==> config.mk <==
export PLATFORM = sky130hd
export DESIGN_NAME = bhm_front
export DESIGN_NICKNAME = d
export VERILOG_FILES = /design/src/bhm_pkg.sv /design/src/bhm_front.sv
export SDC_FILE = /design/constraint.sdc
export NUM_CORES = 1
export LEC_CHECK = 0
export ABC_AREA = 1
export BUFFER_PORTS_ARGS = -buffer_cell sky130_fd_sc_hd__buf_2
export CELL_PAD_IN_SITES_DETAIL_PLACEMENT = 1
export CELL_PAD_IN_SITES_GLOBAL_PLACEMENT = 1
export CORE_UTILIZATION = 48
export CTS_BUF_LIST = sky130_fd_sc_hd__clkbuf_8 sky130_fd_sc_hd__clkbuf_16
export CTS_CLUSTER_DIAMETER = 40
export DETAILED_ROUTE_END_ITERATION = 12
export PLACE_DENSITY = 0.89
export SYNTH_ARGS = -nofsm -noshare
export SYNTH_HDL_FRONTEND = slang
export SYNTH_SLANG_ARGS = --single-unit
==> constraint.sdc <==
create_clock -name clk_i -period 14.8 [get_ports clk_i]
set_input_delay 1.48 -clock clk_i [delete_from_list [all_inputs] [get_ports clk_i]]
set_output_delay 1.48 -clock clk_i [all_outputs]
set_load 0.02 [all_outputs]
==> src/bhm_pkg.sv <==
// Shared types and constants for the axis move block.
`timescale 1ns / 1ps
package bhm_pkg;
  localparam int unsigned NodeDepth    = 4096;
  localparam int unsigned PlaneDepth   = 4096;
  localparam int unsigned MaxWalkSteps = 4096;
  localparam int unsigned QueueDepth   = 4;
  localparam int unsigned InDataW      = 256;
  localparam int unsigned OutDataW     = 104;

  localparam logic [1:0] CmdNode  = 2'd0;
  localparam logic [1:0] CmdPlane = 2'd1;
  localparam logic [1:0] CmdMove  = 2'd2;
  localparam logic [1:0] CmdSpare = 2'd3;

  localparam logic [1:0] CfgHullOne = 2'd0;
  localparam logic [1:0] CfgHullTwo = 2'd1;
  localparam logic [1:0] CfgNodes   = 2'd2;
  localparam logic [1:0] CfgPlanes  = 2'd3;

  localparam logic signed [17:0] NormMax = 18'sd131071;
  localparam logic signed [17:0] NormMin = -18'sd131072;
  localparam logic signed [15:0] SolidLeaf = -16'sd2;

  // Item passed from front to back through the queue.
  typedef struct packed {
    logic [1:0]         cmd;
    logic [11:0]        entry_index;
    logic [11:0]        plane_ref;
    logic signed [15:0] child_negative;
    logic signed [15:0] child_positive;
    logic signed [31:0] vec_x;
    logic signed [31:0] vec_y;
    logic signed [31:0] vec_z;
    logic signed [31:0] aux_x;
    logic signed [31:0] target_y;
    logic signed [31:0] target_z;
    logic               hull_two;
  } item_t;

  typedef struct packed {
    logic signed [31:0] pos_x;
    logic signed [31:0] pos_y;
    logic signed [31:0] pos_z;
    logic               on_ground;
    logic               walk_fault;
  } result_t;

  function automatic logic signed [17:0] sat_norm(input logic signed [31:0] v);
    logic signed [17:0] r;
    if (v > 32'(NormMax)) r = NormMax;
    else if (v < 32'(NormMin)) r = NormMin;
    else r = v[17:0];
    return r;
  endfunction
endpackage

==> src/bhm_front.sv <==
// Front end: unpacks beats, drops unknown commands and queues items.
`timescale 1ns / 1ps
module bhm_front (
  input  logic                         clk_i,
  input  logic                         rst_ni,
  input  logic                         s_axis_tvalid,
  output logic                         s_axis_tready,
  input  logic [bhm_pkg::InDataW-1:0]  s_axis_tdata,
  input  logic [1:0]                   s_axis_tuser,
  output logic                         item_valid_o,
  input  logic                         item_ready_i,
  output bhm_pkg::item_t               item_o
);
  localparam int unsigned QueueDepth = bhm_pkg::QueueDepth;
  localparam int unsigned AW = (QueueDepth > 1) ? $clog2(QueueDepth) : 1;

  bhm_pkg::item_t     mem_q [QueueDepth];
  logic [AW-1:0]      wr_q, rd_q;
  logic [AW:0]        cnt_q;
  bhm_pkg::item_t     in_item;
  logic               push, pop;

  always_comb begin
    in_item.cmd            = s_axis_tuser;
    in_item.entry_index    = s_axis_tdata[11:0];
    in_item.plane_ref      = s_axis_tdata[23:12];
    in_item.child_negative = s_axis_tdata[39:24];
    in_item.child_positive = s_axis_tdata[55:40];
    in_item.vec_x          = s_axis_tdata[87:56];
    in_item.vec_y          = s_axis_tdata[119:88];
    in_item.vec_z          = s_axis_tdata[151:120];
    in_item.aux_x          = s_axis_tdata[183:152];
    in_item.target_y       = s_axis_tdata[215:184];
    in_item.target_z       = s_axis_tdata[247:216];
    in_item.hull_two       = (s_axis_tdata[249:248] == 2'd2);
  end

  assign s_axis_tready = (cnt_q != (AW+1)'(QueueDepth));
  // Unknown command: drop at the door.
  assign push = s_axis_tvalid && s_axis_tready && (s_axis_tuser != bhm_pkg::CmdSpare);
  assign item_valid_o = (cnt_q != '0);
  assign pop = item_valid_o && item_ready_i;
  assign item_o = mem_q[rd_q];

  always_ff @(posedge clk_i) begin
    if (push) mem_q[wr_q] <= in_item;
  end

  always_ff @(posedge clk_i or negedge rst_ni) begin
    if (!rst_ni) begin
      wr_q <= '0;
      rd_q <= '0;
      cnt_q <= '0;
    end else begin
      if (push) wr_q <= (wr_q == AW'(QueueDepth-1)) ? '0 : wr_q + 1'b1;
      if (pop) rd_q <= (rd_q == AW'(QueueDepth-1)) ? '0 : rd_q + 1'b1;
      cnt_q <= cnt_q + (AW+1)'(push) - (AW+1)'(pop);
    end
  end
endmodule

* After elaboration in Yosys (flattened, before gate mapping)
Memories as Yosys holds them, arrays and structs flattened.
Cells that the tools add are included.
** Operators by class
- Add/sub/neg operators :: 4
- $mul :: 0
- Div/mod/pow operators :: 0
- $lt $le $gt $ge :: 0
- Eq/ne operators :: 5
- Shift operators :: 0
- Muxes and demuxes :: 4
- Bitwise operators :: 0
- Reductions and logical operators :: 4
** Operator list (count)
- $eq A2 B2 Y1 const B :: 3
- $add A2 B1 Y2 const B :: 2
- $mux W2 :: 2
- $add A3 B1 Y3 :: 1
- $logic_and A1 B1 Y1 :: 3
- $ne A3 B3 Y1 const B :: 1
- $reduce_bool A3 Y1 :: 1
- $sub A3 B1 Y3 :: 1
- $mux W1 :: 2
- $ne A2 B2 Y1 const B :: 1
** Word-level totals
- Register bits after elaboration :: 7
- Bits in latches :: 0
- Bits in writable memories :: 1004
- Bits in read-only memories :: 0
- Input bits :: 262
- Output and inout bits :: 253
- Logic and storage cells :: 21
- Memories kept :: 1
** Memories
- mem_q :: depth 4, bits a word 251, read ports 1, clocked after Yosys merged registers in 0, write ports 1, line bhm_front.sv:17 : bhm_pkg::item_t mem_q [QueueDepth];

* Depth between registers and ports, before layout
Gate-level depths: netlist (run 1).
- Depth in word-level cells :: 5
- Depth in mapped cells :: 12
- Gate-level depth less buffers :: 12

* Worst setup path after synthesis (run 1)
OpenSTA, ideal clock, no wires.
- Path kind :: input port to flip-flop
- From :: input port s_axis_tvalid
- To :: memory mem_q[0][0] (netlist bit) (enable)
- Setup time :: 0.869 ns
- Data arrival time :: 12.274 ns
- Path slack :: 1.657 ns
- Stages :: 4
- Cell sequence :: inv_1 -> a21oi_1 -> nand2_1 -> nor2_1
** Between the ends
- Longest elaborated chain between the ends :: 4
** Ends and longest elaborated chain
- start: declaration :: line bhm_front.sv:6 : input logic s_axis_tvalid,
- $logic_and A1 B1 Y1 (2 in a row) :: line bhm_front.sv:40 : assign push = s_axis_tvalid && s_axis_tready && (s_axis_tuser != bhm_pkg::CmdSpare);
- $mux W1 :: line bhm_front.sv:46 : if (push) mem_q[wr_q] <= in_item;
- $mux W1 (implied by the code) :: line bhm_front.sv:46
- end: declaration :: line bhm_front.sv:17
No other way between the ends.

==> results.cfg, run 1 <==
[outcome]
status = finished clean

[power_and_ir_drop]
p_per_area_mw_per_mm2 = 219
p_sw_share_pct = 38.6
clock_power_share_pct = 30.3
irDropWorstVdd_mv = 0.263
internal_power_mw = 6.54
p_seq_share_pct = 35.5
combPwrFrac_pct = 34.1
p_leak_nw = 19.2
p_sw_mw = 4.11

[clock_network]
clkSinkCount = 1011
cts-root-buf = clkbuf_16
insertion_delay_ns = 0.72
cts_resized = 0
cts_made_buffers = 131
clock_path_buffers = 3
cts_hold_buffers = 0
cts_tree = built
h-tree-depth = 4
clkTransAtPathRegs_ns = 0.06
cts_setup_buffers = 0

[critical_path]
reg2reg_depth = 6
path_max_fanout = 221
r2r_slack_ns = 10.69
max_stage_delay_ns = 0.81
crit_path_top_delay_cell = dfrtp_4
path_cells = buf_12 -> buf_12 -> buf_12 -> nand2_1 -> o211ai_2 -> nand2_1 -> buf_2
worst_ep_required_time_ns = 13.32
path_buf_inv = 4
worst_path_most_repeated_cell = buf_12
worstReg2RegStart = cnt_q[1]$_DFF_PN0_
r2r_end = mem_q[2][152]$_DFFE_PP_
crit_arrival_ns = 4.86
cp-start-kind = register
endpoint_kind = output pin
cp_top_family = buffers and inverters
worst-setup-path-type = reg2out

[global_routing]
grt_start_max_net_pins = 228
antenna_found_initial = 42
grt_usage_pct = 24.8
grt_first_pass_wirelength_mm = 161
grt_overflow = 0
grt_pass1_vias = 27800

[sta]
final-max-slew-violation-count = 0
rsz0062_at_grt = no
fmax_mhz = 158
hold_violations = 0
final.min_clock_period_ns = 6.34
worst_slew_pin_slew_ns = 1.28
finalSetupViolCount = 0
skew_ns = 0.0398
final.period_utilization_pct = 42.8
tns_ns = 0
slew_headroom_pct = 14.7

[layout]
fillCellCount = 8370
drive_above_1_share_pct = 26.8
multi_input_area_sq_mm = 0.00763
area_growth_pct = 18.8
layout.nets = 3755
stdcell_area_sq_mm = 0.0487
regArea_sq_mm = 0.0303

[drt]
wirelength_mm = 109
dr_total_vias = 25200
drc = 0
vias_per_cell = 5.31
detail-route-antenna-nets = 0
drtPass1Iterations = 5
drt-initial-drc-count = 1609
wl_per_cell_microns = 23.0

[synth]
syn-num-nets = 3260
syn_avg_cell_area_sq_um = 13.7
synth.area.top_cells = edfxtp_1 74%, o211ai_2 6.7%, inv_1 4.7%
synth_top_area_share_pct = 73.5
yosys_warnings = 0
yosysSeqAreaShare_pct = 74.0
ys_types = 17
syn_area_sq_mm = 0.0410
yosys.area.top_type = edfxtp_1
ys_seq_elements = 1011
syn_inst = 2990

[placed_design]
placed_area_sq_mm = 0.0441
hpwl_mm = 63.9
io_buffers = 508
gp_congestion = 0.773

[die]
core-area_sq_mm = 0.0841
die_h_microns = 294
dieArea_sq_mm = 0.0866
die_w_microns = 294
start_util_pct = 48.8
pin_count = 515
rows = 106

[worst_hold_path]
min_from = cnt_q[0]$_DFF_PN0_
hold_class = reg2reg
hold_end = cnt_q[0]$_DFF_PN0_
hold-path-cell-count = 1

[job]
max-cap-violations = 0
## final cells by class
type | count | share of cell area [%]
clock inverters | 103 | 2.43
diodes | 29 | 0.149
multi-input cells | 1293 | 15.7
inverters | 518 | 3.99
well taps | 1134 | 2.91
flip-flops and latches | 1011 | 62.3
clock buffers | 132 | 6.78
repair buffers | 530 | 5.79
## metrics by stage
step / std cells / worst slack, ns / utilization [%] / hold slack, ns / power (mW)
finish: 4750 / 8.46 / 57.9 / 0.528 / 10.6
floorplan: 2990 / 1.66 / - / 0.478 / 6.44
global route: 4750 / 8.19 / 57.9 / 0.540 / 11.1
global placement: 4486 / 9.59 / 52.5 / 0.490 / 7.16
detailed placement: 4486 / 9.42 / 52.5 / 0.502 / 7.39
CTS: 4721 / 8.55 / 57.8 / 0.529 / 10.7
## synthesized netlist by cell type
master	n
fa_1	1
buf_2	79
dfrtp_1	7
buf_1	1
a21oi_1	252
inv_1	518
buf_4	16
ha_1	7
o21ai_0	251
nand3_1	7
o211ai_1	33
o211ai_2	218
clkbuf_1	27
edfxtp_1	1004
nand2_1	517
buf_6	45
nor2_1	7
## worst max-delay path by stage
stage / start / to / slack, ns / cells past startpoint
final: rd_q[0]$_DFFE_PN0P_ / item_o[108] / 8.46 / 7
after detailed placement: rd_q[0]$_DFFE_PN0P_ / item_o[144] / 9.42 / 7
after global routing: rd_q[0]$_DFFE_PN0P_ / item_o[133] / 8.19 / 7
after global placement: rd_q[0]$_DFFE_PN0P_ / item_o[149] / 9.59 / 7
after CTS: rd_q[0]$_DFFE_PN0P_ / item_o[133] / 8.55 / 7
after floorplan: s_axis_tvalid / mem_q[0][0]$_DFFE_PP_ / 1.66 / 4
## layer usage
layer | up-vias | routed length (microns) | GRT usage (%)
met2 | 793 | 59500 | 45.7
met3 | 293 | 6560 | 6.62
met5 | - | 178 | 0
met4 | 26 | 5330 | 13.2
met1 | 12600 | 37900 | 25.6
li1 | 11500 | - | -
## cell usage in the layout (no fill, tap or decap), types with 6 or more instances in the layout
cell type,instances
o211ai_1,33
clkinvlp_4,21
inv_1,533
edfxtp_1,1004
o21ai_0,251
clkinv_1,11
inv_6,8
o211ai_2,218
diode_2,29
buf_2,508
clkinv_2,13
buf_4,13
clkbuf_16,132
a21oi_1,252
nand2_1,517
ha_1,7
clkinv_4,6
clkinv_8,6
bufinv_16,16
buf_12,9
nand3_1,7
## flip-flops by register name (all words and copies together) (netlist names)
signal  count
mem_q    1004
cnt_q       3
rd_q        2
wr_q        2
## worst register-to-register path: cells and delay by family, from the launching register on
family	cells	cell delay (ns)
buf+inv	3	1.64
simple gates	3	1.60
flops	1	0.42
## logic make-up (layout without fill, tap and decap cells)
| logic type | Yosys count | after routing | share of synthesized area [%] |
|---|---|---|---|
| buf+inv | 686 | 1283 | 7.49 |
| simple gates | 531 | 531 | 4.88 |
| fa+ha+maj | 8 | 8 | 0.262 |
| other cells | 0 | 29 | 0 |
| flops | 1011 | 1011 | 74.0 |
| compound gates | 754 | 754 | 13.4 |
## power groups by stage
stage / Combinational [mW] / Clock (mW) / Sequential, mW
final: 3.63 / 3.23 / 3.78
after global routing: 3.90 / 3.38 / 3.81
after CTS: 3.66 / 3.28 / 3.78
after detailed placement: 3.57 / 0 / 3.83
after global placement: 3.38 / 0 / 3.78
after floorplan: 2.51 / 0 / 3.93
Note: power is estimated with default switching activity, not from simulation.
==> inputs of run 2 (changes only) <==
CORE_UTILIZATION = 43   (was 48)
PLACE_DENSITY = 0.85   (was 0.89)
clock period = 5.5 ns   (was 14.8 ns; I/O delays follow)
==> run 2 against run 1 <==
Setup slack got worse by 6.8 ns; critical path depth fell by 2; cell count increased by 7.5%; worst hold slack lost 0.48 ns; largest cell class unchanged.
==> results.cfg, run 2 (synthesis results as in run 1) <==
[outcome]
status = finished clean

[sta]
slew_headroom_pct = 26.8
tns_ns = 0
fmax_mhz = 263
worst_slew_pin_slew_ns = 1.10
final.period_utilization_pct = 69.2
final-max-slew-violation-count = 0
rsz0062_at_grt = no
layout_setup_ws_ns = 1.69
timing.hold.ws_ns = 0.0482
skew_ns = 0.0443
finalSetupViolCount = 0
final.min_clock_period_ns = 3.81
hold_violations = 0

[job]
max-cap-violations = 0

[layout]
multi_input_area_sq_mm = 0.00763
final_common_cell = edfxtp_1
fillCellCount = 9390
regArea_sq_mm = 0.0303
top_register = mem_q
drive_above_1_share_pct = 26.2
area_growth_pct = 24.7
mostFrequentLayoutCells = 1004 x edfxtp_1, 533 x inv_1, 517 x nand2_1
top_regs = mem_q: 1004 flops, cnt_q: 3 flops
stdcell_area_sq_mm = 0.0511
final_cells = 5104
largest_register_ffs = 1004
layout.nets = 3982

[critical_path]
crit_arrival_ns = 3.26
path_max_fanout = 205
worst_ep_required_time_ns = 4.95
endpoint_kind = output pin
cp-start-kind = register
worst-setup-path-type = reg2out

[placed_design]
gp_congestion = 0.765
place_inst = 4638
pre_cts_slack_ns = 2.25
io_buffers = 508
placed_area_sq_mm = 0.0446
hpwl_mm = 63.7

[drt]
drt-initial-drc-count = 1968
dr_total_vias = 26700
drtPass1Iterations = 5
wl_per_cell_microns = 23.3
wirelength_mm = 119
detail-route-antenna-nets = 0
vias_per_cell = 5.24
drc = 0

[die]
pin_count = 515
die_w_microns = 311
die_h_microns = 311
dieArea_sq_mm = 0.0966
rows = 112
core-area_sq_mm = 0.0939
start_util_pct = 43.7

[power_and_ir_drop]
irDropWorstVdd_mv = 0.411
internal_power_mw = 17.8
combPwrFrac_pct = 34.6
p_leak_nw = 20.3
clock_power_share_pct = 30.3
p_sw_mw = 11.4
p_sw_share_pct = 39.1
p_seq_share_pct = 35.1
p_per_area_mw_per_mm2 = 572

[clock_network]
clkSinkCount = 1011
cts-root-buf = clkbuf_16
insertion_delay_ns = 0.74
clkTransAtPathRegs_ns = 0.06
cts_setup_buffers = 0
cts_tree = built
cts_made_buffers = 136
clock_path_buffers = 3
h-tree-depth = 4

[global_routing]
grt_usage_pct = 24.0
grt_pass1_vias = 29400
grt_overflow = 0
antenna_found_initial = 34
grt_first_pass_wirelength_mm = 176
grt_start_max_net_pins = 206

[worst_hold_path]
hold_class = in2reg
## run 2: changes by cell type in the layout (fill, tap and decap cells not counted), sizes merged
cell,delta
clkinvlp,-10
buf,+32
bufinv,-2
inv,+8
diode,+2
dlygate4sd3,+190
clkinv,+10
clkbuf,+4
## run 2: through the flow
step                      total power, mW  util [%]
after global routing                 30.4      54.4
after CTS                            29.1      54.3
final                                29.2      54.4
after global placement               19.5      47.5
after detailed placement             20.0      47.5
after floorplan                      17.1         -
## run 2: cell type report
cell class,count,area share [%]
Clock buffer,136,6.66
Inverter,518,3.80
Clock inverter,109,2.20
Antenna cell,31,0.152
Timing Repair Buffer,752,9.83
Sequential cell,1011,59.3
Multi-Input combinational cell,1293,14.9
Tap cell,1254,3.07
## run 2: power by group through the flow
stage,Clock (mW),Combinational [mW],Sequential (mW)
after floorplan,0,6.75,10.4
after global placement,0,9.22,10.3
after detailed placement,0,9.64,10.4
after CTS,8.89,9.95,10.2
after global routing,9.25,10.8,10.3
final,8.86,10.1,10.3
## run 2: critical path, cell delays in order, from the launching register on
cell and delay (ns):
dfrtp_4 0.95, buf_12 0.65, a21oi_1 0.20, o21ai_0 0.17
nand2_1 0.11, buf_2 0.19
## run 2: per-layer routing
layer / up-vias / routed length (microns) / global-route usage [%]
li1: 12000 / - / -
met2: 940 / 64100 / 43.8
met5: - / 110 / 0
met4: 16 / 6210 / 13.5
met1: 13500 / 41900 / 25.2
met3: 350 / 6620 / 5.52
## run 2: worst paths after layout
check,from,slack (ns),to,cells past startpoint
worst min-delay path,s_axis_tdata[22],0.05,mem_q[2][235]$_DFFE_PP_,1
worst min register to register,cnt_q[0]$_DFF_PN0_,0.52,cnt_q[0]$_DFF_PN0_,1
worst max register to register,cnt_q[1]$_DFF_PN0_,2.58,mem_q[2][132]$_DFFE_PP_,5
max in group asynchronous,rst_ni,5.07,rd_q[0]$_DFFE_PN0P_,2
min in group asynchronous,rst_ni,0.21,cnt_q[0]$_DFF_PN0_,2
worst max-delay path,rd_q[0]$_DFFE_PN0P_,1.69,item_o[129],5
## run 2: timing repair
item                                    in CTS  in global routing
endpoints found under the setup margin       0                  0
gates resized for setup                      0                  0
hold buffers                               190                  0
hold endpoints to repair                   694                  0
